<file path="config.mk">
export PLATFORM = sky130hd
export DESIGN_NAME = bmp24_pixel_stream_decoder
export DESIGN_NICKNAME = d
export VERILOG_FILES = /design/src/hw/rtl/bmp24_pkg.sv /design/src/hw/rtl/bmp24_front.sv /design/src/hw/rtl/bmp24_queue.sv /design/src/hw/rtl/bmp24_back.sv /design/src/hw/rtl/bmp24_pixel_stream_decoder.sv
export SDC_FILE = /design/constraint.sdc
export NUM_CORES = 1
export LEC_CHECK = 0
export BUFFER_PORTS_ARGS = -buffer_cell sky130_fd_sc_hd__buf_2
export CAP_MARGIN = 20
export CORE_MARGIN = 5
export CORE_UTILIZATION = 59
export CTS_BUF_LIST = sky130_fd_sc_hd__clkbuf_4
export CTS_CLUSTER_DIAMETER = 80
export CTS_CLUSTER_SIZE = 10
export DETAILED_ROUTE_END_ITERATION = 16
export PLACE_DENSITY = 0.8
export SETUP_SLACK_MARGIN = 0.1
export SYNTH_ARGS = -nofsm -noshare
export SYNTH_HDL_FRONTEND = slang
export SYNTH_SLANG_ARGS = --single-unit
export TNS_END_PERCENT = 100
</file>
<file path="constraint.sdc">
create_clock -name clk_i -period 10 [get_ports clk_i]
set_clock_uncertainty 0.1 [all_clocks]
set_input_delay 1.5 -clock clk_i [delete_from_list [all_inputs] [get_ports clk_i]]
set_output_delay 1.5 -clock clk_i [all_outputs]
set_load 0.01 [all_outputs]
</file>
<file path="src/hw/rtl/bmp24_pkg.sv">
// ----------------------------------------------------------------------------
// bmp24_pkg
// Types and constants shared by the 24-bit BMP pixel stream decoder.
// ----------------------------------------------------------------------------
package bmp24_pkg;

  // Default board size and queue depth
  localparam int unsigned BoardWidthDef  = 16;
  localparam int unsigned BoardHeightDef = 16;
  localparam int unsigned QueueDepthDef  = 4;

  // Header constants
  localparam logic [15:0] BmpSignature = 16'h4D42;
  localparam logic [15:0] BmpDepth     = 16'd24;
  localparam logic [15:0] BmpPlanes    = 16'd1;
  localparam logic [31:0] HeaderBytes  = 32'd34;

  typedef enum logic [2:0] {
    PH_HEADER = 3'd0,
    PH_SKIP   = 3'd1,
    PH_DATA   = 3'd2,
    PH_TRAIL  = 3'd3,
    PH_REJECT = 3'd4,
    PH_DONE   = 3'd5
  } phase_e;

  typedef enum logic [1:0] {
    KIND_PIXEL  = 2'd0,
    KIND_REJECT = 2'd1,
    KIND_FINISH = 2'd2
  } kind_e;

  typedef enum logic [2:0] {
    ERR_NONE       = 3'd0,
    ERR_SIGNATURE  = 3'd1,
    ERR_PLANES     = 3'd2,
    ERR_DEPTH      = 3'd3,
    ERR_COMPRESSED = 3'd4,
    ERR_OFFSET     = 3'd5
  } err_e;

  typedef struct packed {
    logic [7:0] data_byte;
    logic       file_start;
    logic       file_end;
  } in_item_t;

  typedef struct packed {
    kind_e      kind;
    err_e       error_code;
    logic [3:0] pixel_x;
    logic [3:0] pixel_y;
    logic [7:0] red;
    logic [7:0] green;
    logic [7:0] blue;
    logic       run_last;
  } out_item_t;

  // All results caused by one byte: one or two of them
  typedef struct packed {
    logic      two;
    out_item_t res0;
    out_item_t res1;
  } rec_t;

endpackage

</file>
<file path="src/hw/rtl/bmp24_front.sv">
// ----------------------------------------------------------------------------
// bmp24_front
// Header parser and pixel data walker; turns each byte into a result record.
// ----------------------------------------------------------------------------
module bmp24_front import bmp24_pkg::*; #(
  parameter int unsigned BOARD_WIDTH  = BoardWidthDef,
  parameter int unsigned BOARD_HEIGHT = BoardHeightDef
) (
  input  logic     clk_i,
  input  logic     rst_ni,
  input  logic     in_valid_i,
  input  in_item_t in_data_i,
  output logic     rec_valid_o,
  output rec_t     rec_o
);

  localparam logic [16:0] BoardW = 17'(BOARD_WIDTH);
  localparam logic [16:0] BoardH = 17'(BOARD_HEIGHT);

  // byte positions where a header field completes
  localparam logic [31:0] PosSig    = 32'd1;
  localparam logic [31:0] PosOffset = 32'd13;
  localparam logic [31:0] PosWidth  = 32'd21;
  localparam logic [31:0] PosHeight = 32'd25;
  localparam logic [31:0] PosPlanes = 32'd27;
  localparam logic [31:0] PosDepth  = 32'd29;
  localparam logic [31:0] PosComp   = 32'd33;

  localparam logic [1:0] ChBlue  = 2'd0;
  localparam logic [1:0] ChGreen = 2'd1;
  localparam logic [1:0] ChRed   = 2'd2;

  typedef struct packed {
    phase_e      phase;
    logic [31:0] pos;
    logic [31:0] offset;
    logic [15:0] width;
    logic [15:0] height;
    logic        top_down;
    logic [31:0] shift;
    logic [15:0] col;
    logic [15:0] row;
    logic [1:0]  pad;
    logic [1:0]  chan;
    logic [7:0]  blue;
    logic [7:0]  green;
  } state_t;

  state_t s_q, s_d;

  logic       emit_rej, emit_pix, emit_fin;
  err_e       err;
  logic [3:0] pix_x, pix_y;

  // next state
  always_comb begin
    state_t      base;
    logic [31:0] sh;
    logic [31:0] mag;
    logic [15:0] y;
    logic        do_data;
    logic        row_end;

    base     = (in_valid_i && in_data_i.file_start) ? '0 : s_q;
    s_d      = s_q;
    emit_rej = 1'b0;
    emit_pix = 1'b0;
    emit_fin = 1'b0;
    err      = ERR_NONE;
    pix_x    = '0;
    pix_y    = '0;
    sh       = {in_data_i.data_byte, base.shift[31:8]};
    mag      = sh[31] ? (~sh + 32'd1) : sh;
    y        = '0;
    do_data  = 1'b0;
    row_end  = 1'b0;

    if (in_valid_i) begin
      s_d = base;
      case (base.phase)
        PH_HEADER: begin
          s_d.shift = sh;
          if (base.pos == PosSig) begin
            if (sh[31:16] != BmpSignature) err = ERR_SIGNATURE;
          end else if (base.pos == PosOffset) begin
            s_d.offset = sh;
            if (sh < HeaderBytes) err = ERR_OFFSET;
          end else if (base.pos == PosWidth) begin
            if (sh[31:16] != 16'd0) err = ERR_OFFSET;
            else s_d.width = sh[15:0];
          end else if (base.pos == PosHeight) begin
            if (sh[31]) s_d.top_down = 1'b1;
            if (mag[31:16] != 16'd0) err = ERR_OFFSET;
            else s_d.height = mag[15:0];
          end else if (base.pos == PosPlanes) begin
            if (sh[31:16] != BmpPlanes) err = ERR_PLANES;
          end else if (base.pos == PosDepth) begin
            if (sh[31:16] != BmpDepth) err = ERR_DEPTH;
          end else if (base.pos == PosComp) begin
            if (sh != 32'd0) err = ERR_COMPRESSED;
            else if (base.width == 16'd0 || base.height == 16'd0) s_d.phase = PH_TRAIL;
            else s_d.phase = PH_SKIP;
          end
          if (err != ERR_NONE) begin
            s_d.phase = PH_REJECT;
            emit_rej  = 1'b1;
          end
        end
        PH_SKIP: begin
          if (base.pos >= base.offset) begin
            s_d.phase = PH_DATA;
            do_data   = 1'b1;
          end
        end
        PH_DATA: do_data = 1'b1;
        default: ;
      endcase

      if (do_data) begin
        if (s_d.pad != 2'd0) begin
          s_d.pad = s_d.pad - 2'd1;
          if (s_d.pad == 2'd0) row_end = 1'b1;
        end else begin
          case (s_d.chan)
            ChBlue: begin
              s_d.blue = in_data_i.data_byte;
              s_d.chan = ChGreen;
            end
            ChGreen: begin
              s_d.green = in_data_i.data_byte;
              s_d.chan  = ChRed;
            end
            default: begin
              s_d.chan = ChBlue;
              y = s_d.top_down ? s_d.row : (s_d.height - 16'd1 - s_d.row);
              if ({1'b0, s_d.col} < BoardW && {1'b0, y} < BoardH) begin
                emit_pix = 1'b1;
                pix_x    = s_d.col[3:0];
                pix_y    = y[3:0];
              end
              s_d.col = s_d.col + 16'd1;
              if (s_d.col >= s_d.width) begin
                s_d.pad = s_d.width[1:0];
                if (s_d.width[1:0] == 2'd0) row_end = 1'b1;
              end
            end
          endcase
        end
        if (row_end) begin
          s_d.col = '0;
          s_d.row = s_d.row + 16'd1;
          if (s_d.row >= s_d.height) s_d.phase = PH_TRAIL;
        end
      end

      if (base.pos != '1) s_d.pos = base.pos + 32'd1;

      if (in_data_i.file_end && s_d.phase != PH_DONE) begin
        s_d.phase = PH_DONE;
        emit_fin  = 1'b1;
      end
    end
  end

  // result record
  always_comb begin
    out_item_t fin;
    fin          = '0;
    fin.kind     = KIND_FINISH;
    fin.run_last = 1'b1;

    rec_o      = '0;
    rec_o.two  = (emit_rej || emit_pix) && emit_fin;
    rec_o.res1 = fin;
    if (emit_rej) begin
      rec_o.res0.kind       = KIND_REJECT;
      rec_o.res0.error_code = err;
    end else if (emit_pix) begin
      rec_o.res0.kind    = KIND_PIXEL;
      rec_o.res0.pixel_x = pix_x;
      rec_o.res0.pixel_y = pix_y;
      rec_o.res0.red     = in_data_i.data_byte;
      rec_o.res0.green   = s_d.green;
      rec_o.res0.blue    = s_d.blue;
    end else begin
      rec_o.res0 = fin;
    end
    rec_o.res0.run_last = !rec_o.two;
    rec_valid_o = emit_rej || emit_pix || emit_fin;
  end

  always_ff @(posedge clk_i or negedge rst_ni) begin
    if (!rst_ni) begin
      s_q <= '0;
    end else begin
      s_q <= s_d;
    end
  end

`ifndef SYNTHESIS
  // once finished, only a new file leaves the finished phase
  assert property (@(posedge clk_i) disable iff (!rst_ni)
    (s_q.phase == PH_DONE && !(in_valid_i && in_data_i.file_start))
      |=> s_q.phase == PH_DONE)
    else $error("left finished phase without file start");

  // a finish is never followed by another result of the same byte
  assert property (@(posedge clk_i) disable iff (!rst_ni)
    (rec_valid_o && rec_o.two) |-> rec_o.res0.kind != KIND_FINISH)
    else $error("finish placed before another result");

  // records come only from accepted bytes
  assert property (@(posedge clk_i) disable iff (!rst_ni)
    rec_valid_o |-> in_valid_i)
    else $error("result record without an accepted byte");
`endif

endmodule

</file>
<file path="src/hw/rtl/bmp24_queue.sv">
// ----------------------------------------------------------------------------
// bmp24_queue
// Short queue of result records between the parser and the output side.
// ----------------------------------------------------------------------------
module bmp24_queue import bmp24_pkg::*; #(
  parameter int unsigned DEPTH = QueueDepthDef
) (
  input  logic clk_i,
  input  logic rst_ni,
  input  logic wr_en_i,
  input  rec_t wr_data_i,
  output logic full_o,
  input  logic rd_en_i,
  output rec_t rd_data_o,
  output logic rd_valid_o
);

  localparam int unsigned PtrW = (DEPTH > 1) ? $clog2(DEPTH) : 1;
  localparam int unsigned CntW = $clog2(DEPTH + 1);

  rec_t            slot_q [DEPTH];
  logic [PtrW-1:0] wr_ptr_q, wr_ptr_d, rd_ptr_q, rd_ptr_d;
  logic [CntW-1:0] cnt_q, cnt_d;

  assign full_o     = (cnt_q == CntW'(DEPTH));
  assign rd_valid_o = (cnt_q != '0);
  assign rd_data_o  = slot_q[rd_ptr_q];

  always_comb begin
    wr_ptr_d = wr_ptr_q;
    rd_ptr_d = rd_ptr_q;
    cnt_d    = cnt_q;
    if (wr_en_i) begin
      wr_ptr_d = (wr_ptr_q == PtrW'(DEPTH - 1)) ? '0 : wr_ptr_q + 1'b1;
    end
    if (rd_en_i) begin
      rd_ptr_d = (rd_ptr_q == PtrW'(DEPTH - 1)) ? '0 : rd_ptr_q + 1'b1;
    end
    if (wr_en_i && !rd_en_i) cnt_d = cnt_q + 1'b1;
    else if (!wr_en_i && rd_en_i) cnt_d = cnt_q - 1'b1;
  end

  always_ff @(posedge clk_i) begin
    if (wr_en_i) slot_q[wr_ptr_q] <= wr_data_i;
  end

  always_ff @(posedge clk_i or negedge rst_ni) begin
    if (!rst_ni) begin
      wr_ptr_q <= '0;
      rd_ptr_q <= '0;
      cnt_q    <= '0;
    end else begin
      wr_ptr_q <= wr_ptr_d;
      rd_ptr_q <= rd_ptr_d;
      cnt_q    <= cnt_d;
    end
  end

`ifndef SYNTHESIS
  assert property (@(posedge clk_i) disable iff (!rst_ni) wr_en_i |-> !full_o)
    else $error("record written into a full queue");

  assert property (@(posedge clk_i) disable iff (!rst_ni) rd_en_i |-> rd_valid_o)
    else $error("record read from an empty queue");

  assert property (@(posedge clk_i) disable iff (!rst_ni)
    (wr_en_i && !rd_en_i) |=> cnt_q == $past(cnt_q) + 1'b1)
    else $error("queue count lost a write");
`endif

endmodule

</file>
<file path="src/hw/rtl/bmp24_back.sv">
// ----------------------------------------------------------------------------
// bmp24_back
// Output side: unpacks each record into one or two results for the receiver.
// ----------------------------------------------------------------------------
module bmp24_back import bmp24_pkg::*; (
  input  logic      clk_i,
  input  logic      rst_ni,
  input  rec_t      rd_data_i,
  input  logic      rd_valid_i,
  output logic      rd_en_o,
  input  logic      pop_i,
  output logic      empty_o,
  output out_item_t out_data_o
);

  rec_t cur_q;
  logic valid_q, valid_d;
  logic idx_q, idx_d;
  logic last;

  assign last       = !cur_q.two || idx_q;
  assign empty_o    = !valid_q;
  assign out_data_o = idx_q ? cur_q.res1 : cur_q.res0;
  assign rd_en_o    = rd_valid_i && (!valid_q || (pop_i && last));

  always_comb begin
    valid_d = valid_q;
    idx_d   = idx_q;
    if (rd_en_o) begin
      valid_d = 1'b1;
      idx_d   = 1'b0;
    end else if (valid_q && pop_i) begin
      if (last) valid_d = 1'b0;
      else idx_d = 1'b1;
    end
  end

  always_ff @(posedge clk_i) begin
    if (rd_en_o) cur_q <= rd_data_i;
  end

  always_ff @(posedge clk_i or negedge rst_ni) begin
    if (!rst_ni) begin
      valid_q <= 1'b0;
      idx_q   <= 1'b0;
    end else begin
      valid_q <= valid_d;
      idx_q   <= idx_d;
    end
  end

endmodule

</file>
<file path="src/hw/rtl/bmp24_pixel_stream_decoder.sv">
// ----------------------------------------------------------------------------
// bmp24_pixel_stream_decoder
// Parses a 24-bit uncompressed BMP byte stream into board pixels.
// ----------------------------------------------------------------------------
// Input channel: one file byte per request, with start-of-file and
// end-of-file marks. A request is taken when push is high and full is low.
// Result channel: pixel, rejection and finish results, oldest first; the
// head result sits on out_data_o while empty is low and leaves on pop.
// run_last marks the final result caused by a single byte.
//
// Throughput: one byte per cycle while full is low; each byte only
// updates counters and compares in the parser. Bytes without results
// never touch the queue. With the output side idle, a result is written
// into the queue at the edge that takes its byte and is then loaded
// into the output register, which drives out_data_o.
// A byte can cause two results (pixel or rejection, then finish); these
// travel as one record and leave over two pops.
// Stall: when the receiver holds off, records collect in the
// QUEUE_DEPTH-entry queue; full rises once it is full, so the parser
// stops taking bytes and nothing is dropped.
// Reset: parser in the header phase at byte zero, queue and output empty.
// ----------------------------------------------------------------------------
module bmp24_pixel_stream_decoder import bmp24_pkg::*; #(
  parameter int unsigned BOARD_WIDTH  = BoardWidthDef,
  parameter int unsigned BOARD_HEIGHT = BoardHeightDef,
  parameter int unsigned QUEUE_DEPTH  = QueueDepthDef
) (
  input  logic      clk_i,
  input  logic      rst_ni,
  input  logic      push,
  output logic      full,
  input  in_item_t  in_data_i,
  output logic      empty,
  input  logic      pop,
  output out_item_t out_data_o
);

  logic accept;
  logic rec_valid;
  rec_t rec;
  logic q_full;
  logic q_rd_en;
  logic q_rd_valid;
  rec_t q_rd_data;

  // the parser stops only on a full queue, never on the receiver directly
  assign full   = q_full;
  assign accept = push && !q_full;

  bmp24_front #(
    .BOARD_WIDTH (BOARD_WIDTH),
    .BOARD_HEIGHT(BOARD_HEIGHT)
  ) u_front (
    .clk_i      (clk_i),
    .rst_ni     (rst_ni),
    .in_valid_i (accept),
    .in_data_i  (in_data_i),
    .rec_valid_o(rec_valid),
    .rec_o      (rec)
  );

  bmp24_queue #(
    .DEPTH(QUEUE_DEPTH)
  ) u_queue (
    .clk_i     (clk_i),
    .rst_ni    (rst_ni),
    .wr_en_i   (rec_valid),
    .wr_data_i (rec),
    .full_o    (q_full),
    .rd_en_i   (q_rd_en),
    .rd_data_o (q_rd_data),
    .rd_valid_o(q_rd_valid)
  );

  // output register: unpacks records one result per pop
  bmp24_back u_back (
    .clk_i     (clk_i),
    .rst_ni    (rst_ni),
    .rd_data_i (q_rd_data),
    .rd_valid_i(q_rd_valid),
    .rd_en_o   (q_rd_en),
    .pop_i     (pop),
    .empty_o   (empty),
    .out_data_o(out_data_o)
  );

endmodule
</file>
* Word level (Yosys, flattened, before mapping) *
Memories as Yosys holds them, arrays and structs flattened. A register that Yosys moved wholly into a read port is not among the register bits.
Index checks and enable logic that the tools add are counted.

cells by class
  bitwise logic cells = 1
  $add $sub $neg = 11
  equality and inequality tests = 19
  mux-type cells = 110
  reductions and logical operators = 39
  $lt $le $gt $ge = 6

operator list
  operator                 number
  $mux W97                 2
  $mux W184                1
  $mux W32                 5
  $eq A32 B5 Y1 const B    4
  $mux W16                 7
  $mux W3                  32
  $mux W33                 2
  $mux W65                 1
  $add A32 B1 Y32 const B  2
  $mux W52                 1
  $mux W4                  10
  $mux W38                 1
  $mux W17                 2
  $add A16 B1 Y16 const B  2
  $eq A32 B1 Y1 const B    1
  $eq A32 B4 Y1 const B    1
  $eq A32 B6 Y1 const B    1
  $ge A16 B16 Y1           2
  $ge A32 B32 Y1           1
  $logic_not A16 Y1        2
  $lt A16 B5 Y1 const B    2
  $lt A32 B6 Y1 const B    1
  $ne A32 B32 Y1 const B   1
  $not A32 Y32             1
  other kinds (35)         101

word-level totals
  output and inout port bits = 40
  word-level logic and storage cells = 213
  memories = 1
  memory bits (writable) = 156
  bits of input ports = 14
  bits in registers = 223

memories
  name            depth  bits a word  read ports  clocked after Yosys merged registers in  write ports  line               text
  u_queue.slot_q  4      39           1           1                                        1            bmp24_queue.sv:21  rec_t slot_q [DEPTH];

* Logic depth before layout (Yosys ltp) *
Gate-level depths: netlist of the first run.

  word-level depth = 35
  gate-level depth with buffers = 49
  gate-level depth less buffers = 34

* Cells and area by module *
Synthesis of the first run repeated with hierarchy kept, for this count alone.

second synthesis, totals
  cell total of the unflattened synthesis = 2247
  area total of the unflattened synthesis = 28222.1 um^2

modules (own cells, without submodules)
  module                      area each (um^2)  seq. area each (um^2)  instances  cells an instance
  bmp24_front                 13767.0           4404.2                 1          1677
  bmp24_queue                 11529.8           9424.0                 1          440
  bmp24_back                  2911.5            2362.3                 1          129
  bmp24_pixel_stream_decoder  13.8              0.0                    1          1

* Worst setup path before layout of the first run *
No wires, ideal clock.

  path type = input -> register
  start = input in_data_i[1] (netlist bit)
  end = memory u_queue.slot_q[3][0] (netlist bit) (enable)
  stages = 41
  path buffers = 15
  setup slack = -1.366 ns
  arrival time = 10.866 ns
  library setup time = 0.400 ns
  cells stage by stage = and2_1 > nand2_1 > clkbuf_1 > clkbuf_1 > clkbuf_1 > buf_1 > clkbuf_1 > clkbuf_1 > clkbuf_1 > clkbuf_1 > clkbuf_1 > clkbuf_1 > buf_1 > nand2_1 > ha_1 > and3_1 > a21oi_1 > nor2_1 > [5 not listed] > nand2_1 > a21oi_1 > ha_1 > clkbuf_1 > a21oi_1 > o21bai_1 > a21oi_1 > o21ai_0 > a21o_1 > a21oi_1 > nor2_1 > or3_1 > a2111oi_2 > a41oi_1 > o31a_1 > nand2b_1 > buf_4 > and2_1

on the way
  word-level cells in the longest chain between the ends = 27
  elaborated cells between the ends (all ways) = 112
  classes of those cells = add/sub (6); order compare (6); eq/ne (14); mux (67); bitwise (1); reduce/logical (18)

ends and longest elaborated chain
  what                                                 line                                    text
  start: declaration                                   bmp24_pixel_stream_decoder.sv:32        input in_item_t in_data_i,
  $logic_and A1 B1 Y1 *                                bmp24_front.sv:64                       base = (in_valid_i && in_data_i.file_start) ? '0 : s_q;
  $mux W184 *                                          bmp24_front.sv:64
  $not A32 Y32 or $reduce_bool A32 Y1 (tied branches)  bmp24_front.sv:73, bmp24_front.sv:100
  $add A32 B1 Y32 or $mux W3 (tied branches)           bmp24_front.sv:73, bmp24_front.sv:100
  $mux W32 or $mux W3 (tied branches)                  bmp24_front.sv:73, bmp24_front.sv:99
  $reduce_bool A16 Y1 or $mux W3 (tied branches)       bmp24_front.sv:93, bmp24_front.sv:97
  $mux W16, or another cell as far along               bmp24_front.sv:93                       if (mag[31:16] != 16'd0) err = ERR_OFFSET;
  $mux W17 or $mux W3 (tied branches)                  bmp24_front.sv:91                       end else if (base.pos == PosHeight) begin
  [12 not listed]                                      -
  $mux W1 or $ne A3 B3 Y1 (tied branches)              bmp24_front.sv:120, bmp24_front.sv:158
  $mux W1 or $logic_and A1 B1 Y1 (tied branches)       bmp24_front.sv:119, bmp24_front.sv:158
  $mux W1 (on tied branches)                           bmp24_front.sv:78, bmp24_front.sv:158
  $logic_or A1 B1 Y1 or $mux W1 (tied branches)        bmp24_front.sv:189, bmp24_front.sv:78
  $logic_or A1 B1 Y1 *                                 bmp24_front.sv:189                      rec_valid_o = emit_rej || emit_pix || emit_fin;
  named net rec_valid                                  bmp24_pixel_stream_decoder.sv:39        logic rec_valid;
  $mux W1 *                                            bmp24_queue.sv:44                       if (wr_en_i) slot_q[wr_ptr_q] <= wr_data_i;
  $mux W1 (not written as such) *                      bmp24_queue.sv:44
  end: declaration                                     bmp24_queue.sv:21

Mark *: on every way through the listed nets, which the timed path passes. The rest lies on a longest branch. The select of a mux whose other input is x is not followed.

* Worst setup path in the final report of the first run *
  start = input push
  end = register u_queue.cnt_q[2]

on the way
  word-level cells in the longest chain between the ends = 29
  elaborated cells between the ends (all ways) = 116
  classes of those cells = add/sub (6); order compare (6); eq/ne (14); mux (66); bitwise (1); reduce/logical (23)

ends and longest elaborated chain
  what                                                 line                                    text
  start: declaration                                   bmp24_pixel_stream_decoder.sv:30        input logic push,
  $logic_and A1 B1 Y1 *                                bmp24_pixel_stream_decoder.sv:48        assign accept = push && !q_full;
  $logic_and A1 B1 Y1                                  bmp24_front.sv:64
  $mux W184                                            bmp24_front.sv:64
  $not A32 Y32 or $reduce_bool A32 Y1 (tied branches)  bmp24_front.sv:73, bmp24_front.sv:100
  $add A32 B1 Y32 or $mux W3 (tied branches)           bmp24_front.sv:73, bmp24_front.sv:100
  $mux W32 or $mux W3 (tied branches)                  bmp24_front.sv:73, bmp24_front.sv:99
  $reduce_bool A16 Y1 or $mux W3 (tied branches)       bmp24_front.sv:93, bmp24_front.sv:97
  $mux W16, or another cell as far along               bmp24_front.sv:93
  [13 not listed]                                      -
  $mux W1 or $ne A3 B3 Y1 (tied branches)              bmp24_front.sv:120, bmp24_front.sv:158
  $mux W1 or $logic_and A1 B1 Y1 (tied branches)       bmp24_front.sv:119, bmp24_front.sv:158
  $mux W1 (on tied branches)                           bmp24_front.sv:78, bmp24_front.sv:158
  $logic_or A1 B1 Y1 or $mux W1 (tied branches)        bmp24_front.sv:189, bmp24_front.sv:78
  $logic_or A1 B1 Y1 *                                 bmp24_front.sv:189
  $logic_not A1 Y1                                     bmp24_queue.sv:40                       else if (!wr_en_i && rd_en_i) cnt_d = cnt_q - 1'b1;
  $logic_and A1 B1 Y1                                  bmp24_queue.sv:40
  $reduce_bool A2 Y1 (no source line)                  -
  end signal: assignment                               bmp24_queue.sv:55                       cnt_q <= cnt_d;
  end: declaration                                     bmp24_queue.sv:23                       logic [CntW-1:0] cnt_q, cnt_d;

Mark *: on every way between the ends. The rest lies on a longest branch, timed or not. The select of a mux whose other input is x is not followed.
A chain may end at the register's enable or synchronous reset.

==> results of run 1 <==
## cell type report
cell class,instances,area share (%)
inverters,62,1.034
clock inverters,5,0.2391
diodes,2,0.02225
flip-flops and latches,380,46.61
well taps,461,2.564
repair buffers,90,2.564
multi-input cells,1430,44.66
clock buffers,69,2.302
## cells in the mapped netlist (7+ instances only)
library cell  instances  area, sq um
nand2_1             275         1032
edfxtp_1            195         5856
dfrtp_1             185         4629
o21ai_0             126        630.6
clkbuf_1            101        379.1
nor2_1              100        375.4
ha_1                 88         1101
a21oi_1              65        325.3
inv_1                61        229.0
nand3_1              58        290.3
xnor2_1              53        464.2
nor2b_1              48        300.3
mux4_2               39        878.3
a22o_1               37        324.1
nor4_1               37        231.5
and2_1               35        219.0
nand4_1              34        212.7
a21o_1               32        240.2
nor3_1               32        160.2
xor2_1               29        254.0
a22oi_1              28        210.2
and3_1               25        156.4
a31oi_1              22        137.6
or3_1                21        131.4
mux2_2               20        225.2
nand2b_1             17        106.4
o211ai_1             16        120.1
buf_1                14        52.55
nor2_4               14        157.7
nor2b_4              14        192.7
o21a_1               13        97.59
and4_1               11        96.34
buf_2                 9        45.04
mux2i_1               9        90.09
nor4b_1               7        61.31
## through the flow
stage / hold slack [ps] / setup slack, ps / area [sq um] / utilization, % / power [W]
after detailed placement: 386.6 / 492.5 / 21880 / 61.52 / 0.003869
after global placement: 376.6 / 676.9 / 21880 / 61.52 / 0.003828
final: 417.3 / 1077 / 22500 / 63.25 / 0.004747
after CTS: 415.8 / 1286 / 22450 / 63.12 / 0.004729
after floorplan: 354.9 / 110.4 / 21320 / - / 0.003305
after global routing: 430.8 / 316.4 / 22500 / 63.25 / 0.005002
## path summary, 6_finish.rpt
check,startpoint,endpoint,cells after the start
worst min-delay path,u_queue.cnt_q[2],u_queue.cnt_q[2],1
worst max-delay path,push,u_queue.cnt_q[2],32
max in group asynchronous,rst_ni,u_front.s_q[5],3
worst min register to register,u_queue.cnt_q[2],u_queue.cnt_q[2],1
min in group asynchronous,rst_ni,u_front.s_q[25],1
worst max register to register,u_queue.cnt_q[0],u_queue.cnt_q[2],31
## critical path: cells and delay by family
kind,cells,cell delay [ps]
multiplexers,1,160
adder cells (fa/ha/maj),4,1120
AO/OA/AOI/OAI,9,2580
XOR/XNOR,2,350
AND/OR/NAND/NOR,12,3340
buffers and inverters,4,430
## logic make-up (layout without fill, tap and decap cells)
family	count (synthesis)	count (layout)	share of synthesized area, %
simple gates	775	775	19.64
compound gates	411	411	12.77
xor+xnor	82	82	3.374
fa+ha+maj	91	91	5.413
buf+inv	193	226	3.767
other cells	0	2	0
mux	71	71	5.783
flops	380	380	49.25
## registers in the layout, summed over array words and instances (netlist names)
register          cells
u_back.cur_q         39
u_back.idx_q          1
u_back.valid_q        1
u_front.s_q         176
u_queue.cnt_q         3
u_queue.rd_ptr_q      2
u_queue.slot_q      156
u_queue.wr_ptr_q      2
## per-layer routing
metal | routed length [um] | up-vias
li1 | - | 7387
met1 | 23640 | 7909
met2 | 25830 | 788
met3 | 5009 | 151
met4 | 1972 | 0
met5 | 0 | -
## power breakdown
part / switching, W / internal [W]
Clock: 0.000519 / 0.000338
Sequential: 0.000299 / 0.00195
Combinational: 0.000991 / 0.000652
Total: 0.00181 / 0.00294
==> flow_summary.toml, run 1 <==
[sta]
rsz0062_at_grt = "false"
worstMarginPinSlew_ps = 1016
finalCritPeriodShare_pct = 89.23
slew_viol_final = 0
post-route-min-period_ps = 8923
finalSetupTns_ps = 0
max_slew_margin_pct = 32.25
clock.fmax_mhz = 112.1
setup_viol = 0
hold_violations = 0

[cts]
cts_tree = "yes"
cts-buffers-inserted = 44
cts_setup_buffers = 0
cts_resized = 0
clkLatencyLatePin_ps = 820
cts-root-buf = "clkbuf_4"
clock-sinks = 380
cts_buffer_depth = 3
cts_hold_buf = 0
path_clk_slew_ps = 100
htree_levels = 2

[global_route]
gr-total-overflow = 0
grt_max_degree = 77
use_met2_pct = 44.10
grt_pass1_vias = 16020
grt-busiest-layer = "met2"
grtUsageTotal_pct = 28.42
use_met3_pct = 4.700
grtUsageMet1_pct = 40.80
antenna_found_initial = 1
grt_pass1_wl_mm = 89.24

[final_layout]
drive_above_1_share_pct = 14.39
instances_no_fill = 2499
final_cell_mix = "nand2_1, edfxtp_1, dfrtp_1, o21ai_0, nor2_1"
seq_area_sq_um = 10490
multi_input_area_sq_um = 10050
areaGrowthSynthToFinish_pct = 5.683
nFillCells = 2815
nNetsFinal = 2112
final_common_cell = "nand2_1"

[critical_path]
cp_slowest_cell = "or4_1"
crit_arrival_ps = 9500
cp-end-kind = "flop"
worst-endpoint-required_ps = 10570
rrSetupSlack_ps = 1110
startpoint_type = "primary input"
worstSetupPathType = "primary input to flop"
critPathMaxStageDelay_ps = 550
worst-path-max-fanout = 30

[power]
ir_worst_vdd_mv = 0.4376
cellPowerDensity_nw_per_um2 = 211.0
p_leak_nw = 8.988

[drt]
drtAntennaViolNets = 0
totalWireLength_mm = 56.45
drt_iter0_markers = 1626
drc = 0
firstDrtPassIters = 6
wl_per_cell_um = 22.59
via_per_inst = 6.497
vias = 16240

[floorplan]
start_util_pct = 59.85
core_area_sq_um = 35570
pin_count = 54
die_area_sq_um = 39980
rows = 69
die_w_um = 200.0
die_h_um = 200.0

[outcome]
outcome = "complete, no violations"

[yosys]
ys.flop_type = "edfxtp_1"
avgSynthCellArea_sq_um = 10.63
synth-edff-count = 195
ys_ff_latch = 380
async_flop_share_pct = 48.68
synth.net_count = 2107
yosysWarnings = 0
seq_area_frac_synth_pct = 49.25
synth_cells = 2003
syn-cell-area_sq_um = 21290
synth_cell_types = 96

[placement]
dp.cells = 2421
routabilityCongestion = 0.9768
port_buffers = 53
dpl.hpwl_mm = 39.35

[run]
max-cap-violations = 0

[worst_hold_path]
hold_class = "flop to flop"
(Power assumes the default switching activity.)
==> inputs of run 2 (changes only) <==
--- a/config.mk
+++ b/config.mk
@@ -8,13 +8,13 @@
 export BUFFER_PORTS_ARGS = -buffer_cell sky130_fd_sc_hd__buf_2
 export CAP_MARGIN = 20
 export CORE_MARGIN = 5
-export CORE_UTILIZATION = 59
-export CTS_BUF_LIST = sky130_fd_sc_hd__clkbuf_4
+export CORE_UTILIZATION = 57
 export CTS_CLUSTER_DIAMETER = 80
 export CTS_CLUSTER_SIZE = 10
 export DETAILED_ROUTE_END_ITERATION = 16
-export PLACE_DENSITY = 0.8
+export PLACE_DENSITY = 0.78
 export SETUP_SLACK_MARGIN = 0.1
+export SLEW_MARGIN = 20
 export SYNTH_ARGS = -nofsm -noshare
 export SYNTH_HDL_FRONTEND = slang
 export SYNTH_SLANG_ARGS = --single-unit
==> flow_summary.toml, run 2 (synthesized netlist as in run 1, its figures left out) <==
[final_layout]
regMostFlops = "u_front.s_q"
largest_register_ffs = 176
final_common_cell = "nand2_1"
instances_no_fill = 2500
areaGrowthSynthToFinish_pct = 8.957
nNetsFinal = 2108
final_cell_mix = "nand2_1, edfxtp_1, dfrtp_1, o21ai_0, nor2_1"
drive_above_1_share_pct = 13.14
design_area_sq_um = 23190
post-route-util_pct = 63.20
top_regs = "u_front.s_q (176), u_queue.slot_q (156), u_back.cur_q (39)"
antenna_cells = 0

[floorplan]
die_area_sq_um = 41310
rows = 70
pin_count = 54
die_w_um = 203.3
core_area_sq_um = 36700
die_h_um = 203.3
start_util_pct = 58.01

[placement]
place_area_sq_um = 21910
dp_slack_ps = 679.9
port_buffers = 53
dpl.hpwl_mm = 39.60
routabilityCongestion = 0.9739
dp.cells = 2426

[outcome]
outcome = "complete, no violations"

[critical_path]
cp-end-kind = "flop"
crit_arrival_ps = 9320
reg2reg_from = "u_queue.cnt_q[2]"
critPathMaxStageDelay_ps = 570
cp_slowest_cell = "or4_4"
worstSetupPathType = "primary input to flop"
worst-endpoint-required_ps = 10380
path_depth = 34
critPathBufInv = 5
startpoint_type = "primary input"
timing.rr.end = "u_queue.cnt_q[2]"
worst-path-max-fanout = 40
cp_top_family = "simple AND/OR/NAND/NOR gates"
rrSetupSlack_ps = 1390
reg2regPathDepth = 33

[drt]
vias = 16200
drc = 0
drtAntennaViolNets = 0
drt_iter0_markers = 1636
via_per_inst = 6.480
wl_per_cell_um = 22.75
totalWireLength_mm = 56.87
firstDrtPassIters = 6

[cts]
path_clk_slew_ps = 60
cts_hold_buf = 0
cts_setup_buffers = 0
clock-sinks = 380
cts-buffers-inserted = 44
clkLatencyLatePin_ps = 580
cts_tree = "yes"
cts_resized = 0
cts-root-buf = "clkbuf_16"
htree_levels = 2
cts_buffer_depth = 3

[power]
ir_worst_vdd_mv = 0.1923
power.internal_w = 0.003431
cellPowerDensity_nw_per_um2 = 230.0
clkPwrFrac_pct = 27.4
swShare_pct = 35.69
p_leak_nw = 9.241
combPwrFrac_pct = 30.6
p_switching_w = 0.001904
seqPwrFrac_pct = 42.0

[sta]
max_slew_margin_pct = 31.48
hold_violations = 0
setup_viol = 0
finalCritPeriodShare_pct = 89.32
slew_viol_final = 0
setup_slack_ps = 1068
finalSetupTns_ps = 0
worstMarginPinSlew_ps = 1028
post-route-min-period_ps = 8932
clock.fmax_mhz = 112.0
rsz0062_at_grt = "false"

[global_route]
use_met2_pct = 42.55
grtUsageTotal_pct = 27.39
grt-busiest-layer = "met2"
gr-total-overflow = 0
antenna_found_initial = 1
use_met3_pct = 4.977
grt_pass1_vias = 15620
grtUsageMet1_pct = 39.16
grt_max_degree = 72
grt_pass1_wl_mm = 89.48

[worst_hold_path]
min_from = "u_front.s_q[84]"
hold_class = "flop to flop"
hold_path_depth = 1
holdPathEnd = "u_front.s_q[84]"

[run]
max-cap-violations = 0
==> run 2: changes by cell type in the layout (fill, tap and decap cells not counted), sizes merged, moves of 2 or more <==
cell	delta
clkinv	+2
clkinvlp	-2
diode	-2
buf	-3
==> run 2: power by group through the flow <==
stage                     logic [W]  clock network (W)  registers, W
after floorplan             0.00124                  0       0.00207
after global placement      0.00158                  0       0.00224
after detailed placement    0.00162                  0       0.00225
after CTS                   0.00163            0.00150       0.00222
after global routing        0.00178            0.00156       0.00226
final                       0.00163            0.00146       0.00224
==> run 2: stage by stage <==
| step | total power (W) | hold slack, ps |
|---|---|---|
| after global placement | 0.003820 | 375.1 |
| final | 0.005335 | 401.8 |
| after global routing | 0.005604 | 413.1 |
| after CTS | 0.005354 | 394.3 |
| after floorplan | 0.003305 | 354.9 |
| after detailed placement | 0.003870 | 380.8 |
==> run 2: worst max path at each step <==
| stage | slack, ps | startpoint | end |
|---|---|---|---|
| floorplan | 110 | in_data_i[1] | u_queue.cnt_q[2] |
| global placement | 930 | push | u_queue.slot_q[2][14] |
| detailed placement | 680 | push | u_queue.cnt_q[2] |
| CTS | 1210 | push | u_queue.cnt_q[2] |
| global route | 600 | push | u_queue.cnt_q[2] |
| finish | 1070 | push | u_queue.cnt_q[2] |
==> run 2: cell type report <==
class | instances | area, sq um
clock buffers | 70 | 1220
fillers | 2867 | 13500
well taps | 468 | 585.6
multi-input cells | 1430 | 10050
inverters | 62 | 232.7
clock inverters | 4 | 60.06
flip-flops and latches | 380 | 10490
repair buffers | 86 | 559.3
==> run 2: per-layer routing <==
layer  up-vias  share of wire, %
li1       7345                 -
met5         -             0.023
met3       156               8.5
met2       745                46
met1      7951                42
met4         2               3.6
